==> src/tmtw_pkg.sv <==
`default_nettype none
// ----------------------------------------------------------------------------
// tmtw_pkg
// types and constants shared by the text-mode terminal writer
// ----------------------------------------------------------------------------
package tmtw_pkg;

    // field widths fixed by the request and response formats
    localparam int CHAR_W       = 8;
    localparam int ATTR_W       = 8;
    localparam int CELL_W       = 16;
    localparam int CELL_INDEX_W = 11;
    localparam int OUT_ROW_W    = 5;
    localparam int OUT_COL_W    = 7;

    // request kinds
    localparam logic KIND_PUT  = 1'b0;
    localparam logic KIND_READ = 1'b1;

    // character and attribute codes
    localparam logic [CHAR_W-1:0] NEWLINE_CODE = 8'h0A;
    localparam logic [CHAR_W-1:0] SPACE_CODE   = 8'h20;
    localparam logic [ATTR_W-1:0] RESET_COLOR  = 8'h07;
    localparam logic [CELL_W-1:0] RESET_CELL   = {RESET_COLOR, SPACE_CODE};

    // command queue geometry
    localparam int Q_DEPTH = 2;
    localparam int Q_PTR_W = 1;
    localparam int Q_CNT_W = 2;

    // request and response payloads
    typedef struct packed {
        logic                    kind;
        logic [CHAR_W-1:0]       char_code;
        logic [CELL_INDEX_W-1:0] cell_index;
    } t_req;

    typedef struct packed {
        logic [CELL_W-1:0]    cell_value;
        logic [OUT_ROW_W-1:0] cursor_row;
        logic [OUT_COL_W-1:0] cursor_column;
    } t_rsp;

    // classified command
    typedef enum logic [1:0] {
        OP_PUT,
        OP_NEWLINE,
        OP_READ,
        OP_READ_NONE
    } t_op;

    typedef struct packed {
        t_op                     op;
        logic [CHAR_W-1:0]       char_code;
        logic [CELL_INDEX_W-1:0] cell_index;
    } t_cmd;

    // back end status seen by the front end
    typedef struct packed {
        logic clearing;
    } t_back_status;

    // back end sequencer states
    typedef enum logic [2:0] {
        ST_CLEAR,
        ST_IDLE,
        ST_SCROLL,
        ST_BLANK,
        ST_REPLY
    } t_state;

endpackage : tmtw_pkg
`default_nettype wire

==> src/tmtw_front.sv <==
`default_nettype none
// ----------------------------------------------------------------------------
// tmtw_front
// accepts requests and classifies them into commands for the queue
// ----------------------------------------------------------------------------
module tmtw_front #(
    parameter int CELL_COUNT = 2000
) (
    input  wire                        i_clk,
    input  wire                        i_rst_n,
    input  wire                        i_req_valid,
    output logic                       o_req_stall,
    input  tmtw_pkg::t_req             i_req_item,
    input  wire                        i_q_full,
    input  tmtw_pkg::t_back_status     i_status,
    output logic                       o_push,
    output tmtw_pkg::t_cmd             o_cmd
);
    import tmtw_pkg::*;

    logic in_range;
    logic r_seen_clear;

    // hold requests off while the queue is full or the screen is being cleared
    assign o_req_stall = i_q_full | i_status.clearing | ~r_seen_clear;
    assign o_push      = i_req_valid & ~o_req_stall;

    // after reset, requests also wait until the back end raises its clearing flag
    always_ff @(posedge i_clk) begin
        if (!i_rst_n) begin
            r_seen_clear <= 1'b0;
        end else if (i_status.clearing) begin
            r_seen_clear <= 1'b1;
        end
    end

    // classify the request
    assign in_range = ({21'd0, i_req_item.cell_index} < 32'(CELL_COUNT));

    always_comb begin
        o_cmd.char_code  = i_req_item.char_code;
        o_cmd.cell_index = i_req_item.cell_index;
        if (i_req_item.kind == KIND_READ) begin
            o_cmd.op = in_range ? OP_READ : OP_READ_NONE;
        end else if (i_req_item.char_code == NEWLINE_CODE) begin
            o_cmd.op = OP_NEWLINE;
        end else begin
            o_cmd.op = OP_PUT;
        end
    end

endmodule : tmtw_front
`default_nettype wire

==> config.mk <==
export PLATFORM = sky130hd
export DESIGN_NAME = tmtw_front
export DESIGN_NICKNAME = d
export VERILOG_FILES = /design/src/tmtw_pkg.sv /design/src/tmtw_front.sv
export SDC_FILE = /design/constraint.sdc
export NUM_CORES = 1
export LEC_CHECK = 0
export BUFFER_PORTS_ARGS = -buffer_cell sky130_fd_sc_hd__buf_2
export CORE_AREA = 2 2 39 41
export DETAILED_ROUTE_END_ITERATION = 6
export DIE_AREA = 0 0 41 43
export GPL_ROUTABILITY_DRIVEN = 0
export GPL_TIMING_DRIVEN = 0
export PLACE_DENSITY_LB_ADDON = 0.1
export SYNTH_ARGS = -nofsm -noshare
export SYNTH_HDL_FRONTEND = slang
export SYNTH_SLANG_ARGS = --single-unit
==> constraint.sdc <==
create_clock -name i_clk -period 2.41 [get_ports i_clk]
set_clock_uncertainty 0.15 [all_clocks]
set_input_delay 0.482 -clock i_clk [delete_from_list [all_inputs] [get_ports i_clk]]
set_output_delay 0.482 -clock i_clk [all_outputs]
set_load 0.02 [all_outputs]
==> run_results.csv <==
group,metric,value,unit
timing,postLayoutSetupSlackWorst,545,ps
logic_synthesis,synthArstFlopShare,0,
power,clockPowerShare,0,
critical_path,reg2reg_to,"r_seen_clear$_SDFFE_PN0P_",
logic_synthesis,synth.top_cell.area_share,0.628,
logic_synthesis,netlist_top_cells_count,"buf_4 (20), nor2_1 (3), nand4_1 (2)",
power,ir_drop,0.000104,V
logic_synthesis,yosysTopAreaCell,"buf_4",
timing,tightest_slew,208,ps
layout,finish.net_count,102,
layout,multi_input_area,68.8,µm²
power,netSwitchingFraction,0.402,
die,initial_core_util,0.173,
critical_path,max_stage_delay,260,ps
detailed_routing,wl_per_cell,6.77,µm
clock_tree,cts_resized,0,
detailed_routing,num_vias,337,
critical_path,cp_max_fo,3,
layout,reg_top3,"r_seen_clear: 1 flops",
power,intPower,64.5,µW
layout,final-seq-area,20.0,µm²
placement,dpl.cell_count,91,
critical_path,crit_path_end_kind,"output port",
die,ios,48,
logic_synthesis,synth.yosys.seq_area_share,0.0838,
detailed_routing,wl_met1,223,µm
critical_path,crit_top_cell,"buf_2",
critical_path,reg2regPathDepth,1,
run_status,outcome,"complete, no violations",
power,p_sw,43.4,µW
min_path,holdPathEnd,"r_seen_clear$_SDFFE_PN0P_",
job,max-cap-violations,0,
placement,place_ws,512,ps
power,powerDensity,228,mW/mm²
detailed_routing,vias_per_cell,3.70,
critical_path,cp.required,1780,ps
detailed_routing,wl,616,µm
critical_path,start_kind,"primary input",
detailed_routing,wl_met3,133,µm
die,dieArea,0.00176,mm²
grt,grt_pass1_vias,239,
layout,largest_reg_flops,1,
timing,max_freq,0.536,GHz
timing,finalMaxSlewViolations,0,
critical_path,cp-startpoint,"i_req_item[19]",
placement,placedInstanceArea,474,µm²
critical_path,path_class,"primary input to output port",
die,die_h,43,µm
detailed_routing,met2_length,260,µm
detailed_routing,drtPass1Iterations,1,
layout,final_util,0.343,
grt,grt_max_degree,4,
detailed_routing,routed.top_layer,"met3",
logic_synthesis,syn_avg_cell_area,7.47,µm²
detailed_routing,ant_nets,0,
critical_path,crit_arrival,1230,ps
clock_tree,hold_buffers,0,
timing,hold_ws,323,ps
logic_synthesis,ys_ff_latch,1,
timing,rsz0062_at_grt,"false",
grt,grt_pass1_wl,841,µm
min_path,min_from,"r_seen_clear$_SDFFE_PN0P_",
timing,final.setup.tns,0,ps
timing,final.min_clock_period,1860,ps
logic_synthesis,netlist_area,239,µm²
timing,final-setup-viol-count,0,
timing,slew-limit-headroom,0.861,
logic_synthesis,synth-edff-count,0,
grt,grt_usage,0.0619,
logic_synthesis,syn_nets,57,
layout,regMostFlops,"r_seen_clear",
layout,n_antenna_cell,0,
logic_synthesis,synth_area_leaders,"buf_4 (63%), dfxtp_1 (8.4%), nor4b_2 (6.3%)",
power,pwr-share-seq,0.174,
grt,antenna_found_initial,0,
layout,fillCellCount,156,
critical_path,r2r_slack,1670,ps
placement,hpwl,603,µm
timing,final_hold_viol_count,0,
detailed_routing,drtIter0Drc,0,
min_path,min_path_type,"register to register",
die,rows,14,
clock_tree,clkLatencyLatePin,0,ps
min_path,holdPathStages,1,
placement,portBuffers,43,
logic_synthesis,synthFlopType,"dfxtp_1",
critical_path,crit_chain,"buf_2 > nor4b_2 > nand4_1 > o21ai_1 > buf_2",
logic_synthesis,synth_cell_type_count,10,
die,die_w,41,µm
layout,drive_above_1_share,0.853,
clock_tree,cts_setup_buffers,0,
logic_synthesis,syn_inst,32,
grt,gr-total-overflow,0,
logic_synthesis,yosysWarnings,0,
power,p_total,108,µW
layout,layoutNonFillerInstCount,91,
critical_path,cp_slowest_cell,"nor4b_2",
timing,fin_crit_sh,0.774,
clock_tree,clk_pin_slew,0,ps
detailed_routing,drc,0,
power,p_leak,0.295,nW
die,core-area,0.00138,mm²
critical_path,r2r-start,"r_seen_clear$_SDFFE_PN0P_",
power,pwr-share-comb,0.826,
layout,area_delta_synth_final,98.4,%
logic_synthesis,yosysMostFrequentCell,"buf_4",
layout,final_cell_area,474,µm²
routing by layer:
metal / vias up / track usage
met5: - / 0
met4: 0 / 0
met3: 0 / 0
met2: 31 / 0.106
met1: 133 / 0.0886
li1: 173 / -
how the worst max path moves through the flow:
| stage | end | cells after the start |
|---|---|---|
| 3_5_place_dp | o_cmd[19] | 5 |
| 3_3_place_gp | o_cmd[19] | 5 |
| 6_report | o_cmd[19] | 5 |
| 4_1_cts | o_cmd[19] | 5 |
| 2_1_floorplan | o_cmd[19] | 3 |
| 5_1_grt | o_cmd[19] | 5 |
cell families (layout without fill, tap and decap cells):
| group | after synthesis | in the layout | synth area share |
|---|---|---|---|
| AOI/OAI and AO/OA | 3 | 3 | 0.0838 |
| buffers and inverters | 20 | 63 | 0.628 |
| DFF | 1 | 1 | 0.0838 |
| and+or+nand+nor | 8 | 8 | 0.204 |
power groups by stage:
| stage | Sequential [mW] | Combinational, mW | Clock [mW] |
|---|---|---|---|
| after CTS | 0.0189 | 0.0905 | 0 |
| after global placement | 0.0188 | 0.0901 | 0 |
| after global routing | 0.0190 | 0.0971 | 0 |
| after floorplan | 0.0187 | 0.0543 | 0 |
| after detailed placement | 0.0189 | 0.0902 | 0 |
| final | 0.0188 | 0.0892 | 0 |
critical path: cells and delay by family:
| family | cells | cell delay, ps |
|---|---|---|
| AO/OA/AOI/OAI | 1 | 80 |
| buffers and inverters | 2 | 300 |
| AND/OR/NAND/NOR | 2 | 370 |
area by class of cell:
cell class | count | area share
buffer | 20 | 0.317
multi-input combinational | 11 | 0.145
sequential | 1 | 0.0422
tap | 16 | 0.0422
timing repair buffer | 43 | 0.454
cell usage in the layout (no fill, tap or decap), drive strengths merged:
master	count
buf	63
nor2	3
nand4	2
o211ai	1
nor4b	1
o21ai	1
nand2	1
and3	1
o21a	1
dfxtp	1
Power figures use the tool's default switching activity.
