`src/tmtw_pkg.sv`:
```
`default_nettype none
// ----------------------------------------------------------------------------
// tmtw_pkg
// types and constants shared by the text-mode terminal writer
// ----------------------------------------------------------------------------
package tmtw_pkg;

    // field widths fixed by the request and response formats
    localparam int CHAR_W       = 8;
    localparam int ATTR_W       = 8;
    localparam int CELL_W       = 16;
    localparam int CELL_INDEX_W = 11;
    localparam int OUT_ROW_W    = 5;
    localparam int OUT_COL_W    = 7;

    // request kinds
    localparam logic KIND_PUT  = 1'b0;
    localparam logic KIND_READ = 1'b1;

    // character and attribute codes
    localparam logic [CHAR_W-1:0] NEWLINE_CODE = 8'h0A;
    localparam logic [CHAR_W-1:0] SPACE_CODE   = 8'h20;
    localparam logic [ATTR_W-1:0] RESET_COLOR  = 8'h07;
    localparam logic [CELL_W-1:0] RESET_CELL   = {RESET_COLOR, SPACE_CODE};

    // command queue geometry
    localparam int Q_DEPTH = 2;
    localparam int Q_PTR_W = 1;
    localparam int Q_CNT_W = 2;

    // request and response payloads
    typedef struct packed {
        logic                    kind;
        logic [CHAR_W-1:0]       char_code;
        logic [CELL_INDEX_W-1:0] cell_index;
    } t_req;

    typedef struct packed {
        logic [CELL_W-1:0]    cell_value;
        logic [OUT_ROW_W-1:0] cursor_row;
        logic [OUT_COL_W-1:0] cursor_column;
    } t_rsp;

    // classified command
    typedef enum logic [1:0] {
        OP_PUT,
        OP_NEWLINE,
        OP_READ,
        OP_READ_NONE
    } t_op;

    typedef struct packed {
        t_op                     op;
        logic [CHAR_W-1:0]       char_code;
        logic [CELL_INDEX_W-1:0] cell_index;
    } t_cmd;

    // back end status seen by the front end
    typedef struct packed {
        logic clearing;
    } t_back_status;

    // back end sequencer states
    typedef enum logic [2:0] {
        ST_CLEAR,
        ST_IDLE,
        ST_SCROLL,
        ST_BLANK,
        ST_REPLY
    } t_state;

endpackage : tmtw_pkg
`default_nettype wire

```
`src/tmtw_queue.sv`:
```
`default_nettype none
// ----------------------------------------------------------------------------
// tmtw_queue
// short command queue between the front and back ends
// ----------------------------------------------------------------------------
module tmtw_queue (
    input  wire               i_clk,
    input  wire               i_rst_n,
    input  wire               i_push,
    input  tmtw_pkg::t_cmd    i_push_cmd,
    output logic              o_full,
    output logic              o_valid,
    output tmtw_pkg::t_cmd    o_cmd,
    input  wire               i_pop
);
    import tmtw_pkg::*;

    t_cmd               r_slot [Q_DEPTH];
    logic [Q_PTR_W-1:0] r_wr_ptr;
    logic [Q_PTR_W-1:0] r_rd_ptr;
    logic [Q_CNT_W-1:0] r_count;
    logic               do_push;
    logic               do_pop;

    assign o_full  = (r_count == Q_CNT_W'(Q_DEPTH));
    assign o_valid = (r_count != '0);
    assign o_cmd   = r_slot[r_rd_ptr];
    assign do_push = i_push & ~o_full;
    assign do_pop  = i_pop & o_valid;

    // pointers and fill count
    always_ff @(posedge i_clk) begin
        if (!i_rst_n) begin
            r_wr_ptr <= '0;
            r_rd_ptr <= '0;
            r_count  <= '0;
        end else begin
            if (do_push) begin
                r_wr_ptr <= r_wr_ptr + 1'b1;
            end
            if (do_pop) begin
                r_rd_ptr <= r_rd_ptr + 1'b1;
            end
            case ({do_push, do_pop})
                2'b10:   r_count <= r_count + 1'b1;
                2'b01:   r_count <= r_count - 1'b1;
                default: r_count <= r_count;
            endcase
        end
    end

    // storage
    always_ff @(posedge i_clk) begin
        if (do_push) begin
            r_slot[r_wr_ptr] <= i_push_cmd;
        end
    end

endmodule : tmtw_queue
`default_nettype wire

```
`config.mk`:
```
export PLATFORM = sky130hd
export DESIGN_NAME = tmtw_queue
export DESIGN_NICKNAME = d
export VERILOG_FILES = /design/src/tmtw_pkg.sv /design/src/tmtw_queue.sv
export SDC_FILE = /design/constraint.sdc
export NUM_CORES = 1
export LEC_CHECK = 0
export BUFFER_PORTS_ARGS = -buffer_cell sky130_fd_sc_hd__buf_2
export CORE_MARGIN = 2
export CORE_UTILIZATION = 54
export DETAILED_ROUTE_END_ITERATION = 10
export GPL_TIMING_DRIVEN = 1
export PLACE_DENSITY = 0.82
export SETUP_SLACK_MARGIN = 0.2
export SKIP_LAST_GASP = 1
export SLEW_MARGIN = 10
export SYNTH_ARGS = -nofsm -noshare
export SYNTH_HDL_FRONTEND = slang
export SYNTH_SLANG_ARGS = --single-unit
export TNS_END_PERCENT = 30
```
`constraint.sdc`:
```
create_clock -name i_clk -period 3.8 [get_ports i_clk]
set_clock_uncertainty 0.1 [all_clocks]
set_input_delay 0.76 -clock i_clk [delete_from_list [all_inputs] [get_ports i_clk]]
set_output_delay 0.76 -clock i_clk [all_outputs]
set_load 0.01 [all_outputs]
```
==> summary.txt, run 1 <==
Largest net degree at the start of global routing - 22
Worst setup SP type - register
CTS sink count - 47
Die area - 0.00371 mm²
Sequential share of the synthesized area - 0.779
DR vias - 910
Fraction of final layout cells sized beyond drive strength 1 - 0.528
Die width - 60.9 µm
Max-Cap Viols - 0
Worst setup margin - 1110 ps
# H-tree levels - 2
Syn nets - 117
Final max-slew violation count - 0
Area of the multi-input gates - 364 µm²
Crit share post-route - 0.708
RSZ-0062 raised after global routing - false
Leakage - 0.792 nW
Ys flop type - edfxtp_1
Num CTS Buffers - 5
Fin crit period - 2690 ps
Peak VDD IR - 367 µV
Grt total ovfl - 0
Antenna-violating nets left - 0
GR Util All Layers - 0.169
Largest stage delay on the critical path - 920 ps
Clock insertion delay at the later pin of the skew report - 350 ps
Vias per std cell - 4.84
Crit Path Max Fanout - 21
Placed Area - 0.00203 mm²
Synth async-reset ratio - 0
N_diodes - 0
Initial antenna violation count - 0
Hold Vio Cnt, Final - 0
Post-CTS Hold Buffers - 0
Cell with the most instances after synthesis - edfxtp_1
CP endpoint kind - output port
First-pass DRT Iterations - 4
Post-synth EDFFs - 42
Power Density - 624 mW/mm²
Synth Instances - 91
Initial DRC count - 15
First-pass GRT wire length - 4200 µm
Core box area - 0.00305 mm²
I/O pin cnt - 48
Critical Path, Cell by Cell - mux2_2, buf_2
Placed cell count - 180
Unique masters post-synth - 18
Final Cell Area - 0.00208 mm²
CTS tree - yes
IO buf count - 47
Post-CTS sizing - 0
Fmax - 0.372 GHz
GPL Wtd Cong - 0.657
Reg clk slew, reported paths - 110 ps
Register bit total from synthesis - 47
CTS Buffer Depth - 2
Area growth syn-to-layout - 18.8%
Worst Tran Pin Value - 976 ps
FILL cells - 243
Finished Core Util - 0.680
Mean Syn Cell Area - 19.2 µm²
Die height - 60.9 µm
Reg area - 0.00136 mm²
Non-filler cells, final - 188
Place WS - 1380 ps
Reg2reg setup slack - 1750 ps
Slew HR - 0.349
Post-CTS Setup Bufs - 0
# rows - 20
Design Power - 1.30 mW
WS Path Type - register to output port
Synth top cells by count - edfxtp_1 (42), mux2_2 (21), dfxtp_1 (5)
Hold slack - 408 ps
Post-synth top area cell - edfxtp_1
Starting density of the core - 0.572
WP data required - 2940 ps
Hold/Removal Path Class - register to register
Setup TNS - 0 ps
Synth Warn # - 0
Nets@finish - 169
Post-Syn Area - 0.00175 mm²
Share of the synthesized area in the top cell type - 0.722
Clk root buf - clkbuf_4
Slowest CP cell - dfxtp_1
CP Data Arrival Time - 1830 ps
Finish-stage setup viols - 0
WL/cell - 14.8 µm
Family with the most delay on the worst path - flip-flops
Routed wire length - 2790 µm
Status - completed
Post-route DRC - 0
Vias in the first global route - 925
Worst path bufs/invs - 1
Hpwl dp - 1970 µm
Synth top area cells - edfxtp_1 (72%), mux2_2 (14%), dfxtp_1 (5.7%)
-- area by class of cell --
class                      count  share of cell area
tap                           44              0.0265
clock inverter                 2             0.00362
clock buffer                   6              0.0199
sequential                    47               0.656
inverter                       3             0.00542
timing repair buffer          47               0.113
multi-input combinational     39               0.175
-- cell families after synthesis --
logic type / after synthesis / share of synthesized area
xor gates and xnor gates: 3 / 0.0150
DFF: 47 / 0.779
AOI/OAI and AO/OA: 5 / 0.0186
adders and majority gates: 1 / 0.00716
muxes: 21 / 0.135
buffers and inverters: 5 / 0.0122
and+or+nand+nor: 9 / 0.0322
-- worst register-to-register path: stages, from the launching register on --
cell,delay [ps]
dfxtp_1,430
nand2b_2,180
inv_2,40
or3_1,330
inv_1,610
-- power by group --
group	internal [mW]	switching [mW]
Sequential	0.657	0.0602
Clock	0.0687	0.142
Combinational	0.196	0.172
Total	0.922	0.374
-- cell usage in the layout, fill, tap and decap left out --
master / count
a21boi_1: 2
clkinv_1: 2
or3_1: 2
edfxtp_1: 42
inv_1: 2
and3_1: 1
nand2_1: 1
and2_1: 1
xnor2_1: 3
buf_2: 47
o21a_1: 1
mux2_2: 21
or2_2: 1
o21ai_0: 2
dfxtp_1: 5
clkbuf_4: 5
ha_1: 1
nor2b_1: 2
inv_2: 1
clkbuf_1: 1
nand2b_2: 1
-- metal layers --
| metal | GRT usage | vias up | share of wire |
|---|---|---|---|
| li1 | - | 445 | - |
| met2 | 0.301 | 24 | 0.54 |
| met3 | 0.0768 | 5 | 0.059 |
| met1 | 0.168 | 436 | 0.38 |
| met4 | 0.0745 | 0 | 0.016 |
| met5 | 0 | - | 0 |
-- registers in the layout (all words and copies together), names as in the netlist, named ones only --
name,count
r_count,2
r_wr_ptr,1
r_rd_ptr,1
r_slot,42
-- final timing paths --
kind                                  from       endpoint  cells after the start
worst max-delay path              register       o_cmd[6]                      2
worst min-delay path              r_wr_ptr       r_wr_ptr                      2
worst max register to register  r_count[0]  r_slot[0][14]                      4
worst min register to register    r_wr_ptr       r_wr_ptr                      2
Power figures use the tool's default switching activity.
==> run 2, diff against run 1 <==
- CORE_UTILIZATION: 54 -> 46
- PLACE_DENSITY: 0.82 -> 0.74
- clock period: 3.8 -> 2.4 ns (I/O delays scaled with it)
==> run 2 against run 1 <==
Hold slack worse by 130 ps. Global-route usage is 4.4 points lower. Clock-buffer cell count decreased by 1. First-iteration DRC count up 120%. Largest power group unchanged.
==> summary.txt, run 2 (synthesis gave the netlist of run 1 again) <==
Clk root buf - clkbuf_8
RSZ-0062 raised after global routing - false
# H-tree levels - 2
Fmax - 0.529 GHz
WL/cell - 12.8 µm
CP endpoint kind - output port
Most frequent cells in the layout - buf_2 (47), edfxtp_1 (42), mux2_2 (21)
First-pass GRT wire length - 3870 µm
I/O pin cnt - 48
N_diodes - 0
Fin crit period - 1890 ps
GPL Wtd Cong - 0.661
Worst setup SP type - register
Placed cell count - 188
Final max-slew violation count - 0
CTS tree - yes
Largest net degree at the start of global routing - 22
GR Util All Layers - 0.125
Max-Cap Viols - 0
Nets@finish - 173
Finish-stage setup viols - 0
CP Data Arrival Time - 1310 ps
Post-CTS Setup Bufs - 0
Design Power - 2.17 mW
Reg clk slew, reported paths - 80 ps
CTS Buffer Depth - 2
Most common cell after layout, fill and taps aside - buf_2
Clock insertion delay at the later pin of the skew report - 280 ps
Largest regs - r_slot x42, r_count x2
Antenna-violating nets left - 0
Vias per std cell - 4.70
Grt total ovfl - 0
# rows - 22
Area growth syn-to-layout - 23.1%
Core box area - 0.00366 mm²
Max FFs per register - 42
Top reg by flops - r_slot
Hold Vio Cnt, Final - 0
Slew HR - 0.812
Setup TNS - 0 ps
Fraction of final layout cells sized beyond drive strength 1 - 0.554
Post-CTS sizing - 0
Non-filler cells, final - 196
Crit share post-route - 0.787
Routed wire length - 2520 µm
FILL cells - 302
WP data required - 1820 ps
Die area - 0.00431 mm²
Post-CTS Hold Buffers - 0
Num CTS Buffers - 5
CTS sink count - 47
Hold/Removal Path Class - primary input to register
Starting density of the core - 0.477
Power Density - 1010 mW/mm²
IO buf count - 47
Initial DRC count - 33
Hold slack - 276 ps
Status - completed
Vias in the first global route - 897
Crit Path Max Fanout - 11
Initial antenna violation count - 0
Peak VDD IR - 517 µV
Worst Tran Pin Value - 282 ps
Post-route DRC - 0
Die height - 65.6 µm
DR vias - 921
First-pass DRT Iterations - 4
Hpwl dp - 1800 µm
WS Path Type - register to output port
Die width - 65.6 µm
Leakage - 0.827 nW
Finished Core Util - 0.587
-- run 2: cell types whose count changed in the layout (fill, tap and decap cells not counted), sizes merged --
cell,previous run,this run
clkinvlp,0,1
clkbuf,6,5
buf,47,51
-- run 2: per-layer routing --
metal	wire length, µm	GRT usage
met1	900	0.129
met2	1380	0.213
met3	206	0.0565
met4	30	0.0625
met5	0	0
-- run 2: layout make-up --
cell class              instances  area (µm²)  share of cell area
well taps                      48        60.1              0.0279
clock buffers                   5        68.8              0.0320
flip-flops and latches         47        1360               0.633
clock inverters                 3        20.0             0.00931
multi-input cells              39         364               0.169
repair buffers                 51         265               0.123
inverters                       3        11.3             0.00524
-- run 2: through the flow --
step	instance area (µm²)	setup WS (ps)
finish	2150	510
global placement	2060	668
floorplan	1750	585
global route	2150	465
CTS	2150	492
detailed placement	2060	612
-- run 2: power by group --
part	total [mW]	leakage, nW	switching, mW	internal, mW
Clock	0.434	0.0418	0.231	0.203
Combinational	0.657	0.351	0.323	0.335
Sequential	1.08	0.434	0.0449	1.04
Total	2.17	0.827	0.599	1.58
-- run 2: worst max-delay path, stage by stage (launching register included) --
cell and delay (ps):
dfxtp_1 330, buf_4 200, mux2_2 360, buf_2 140
-- run 2: path summary, 6_finish.rpt --
check	startpoint	to	slack [ps]	cells past startpoint
hold reg to reg	r_wr_ptr	r_wr_ptr	390	2
hold / removal	i_push_cmd[9]	r_slot[1][9]	280	1
setup reg to reg	r_count[0]	r_slot[0][20]	680	5
setup / recovery	register	o_cmd[11]	510	3
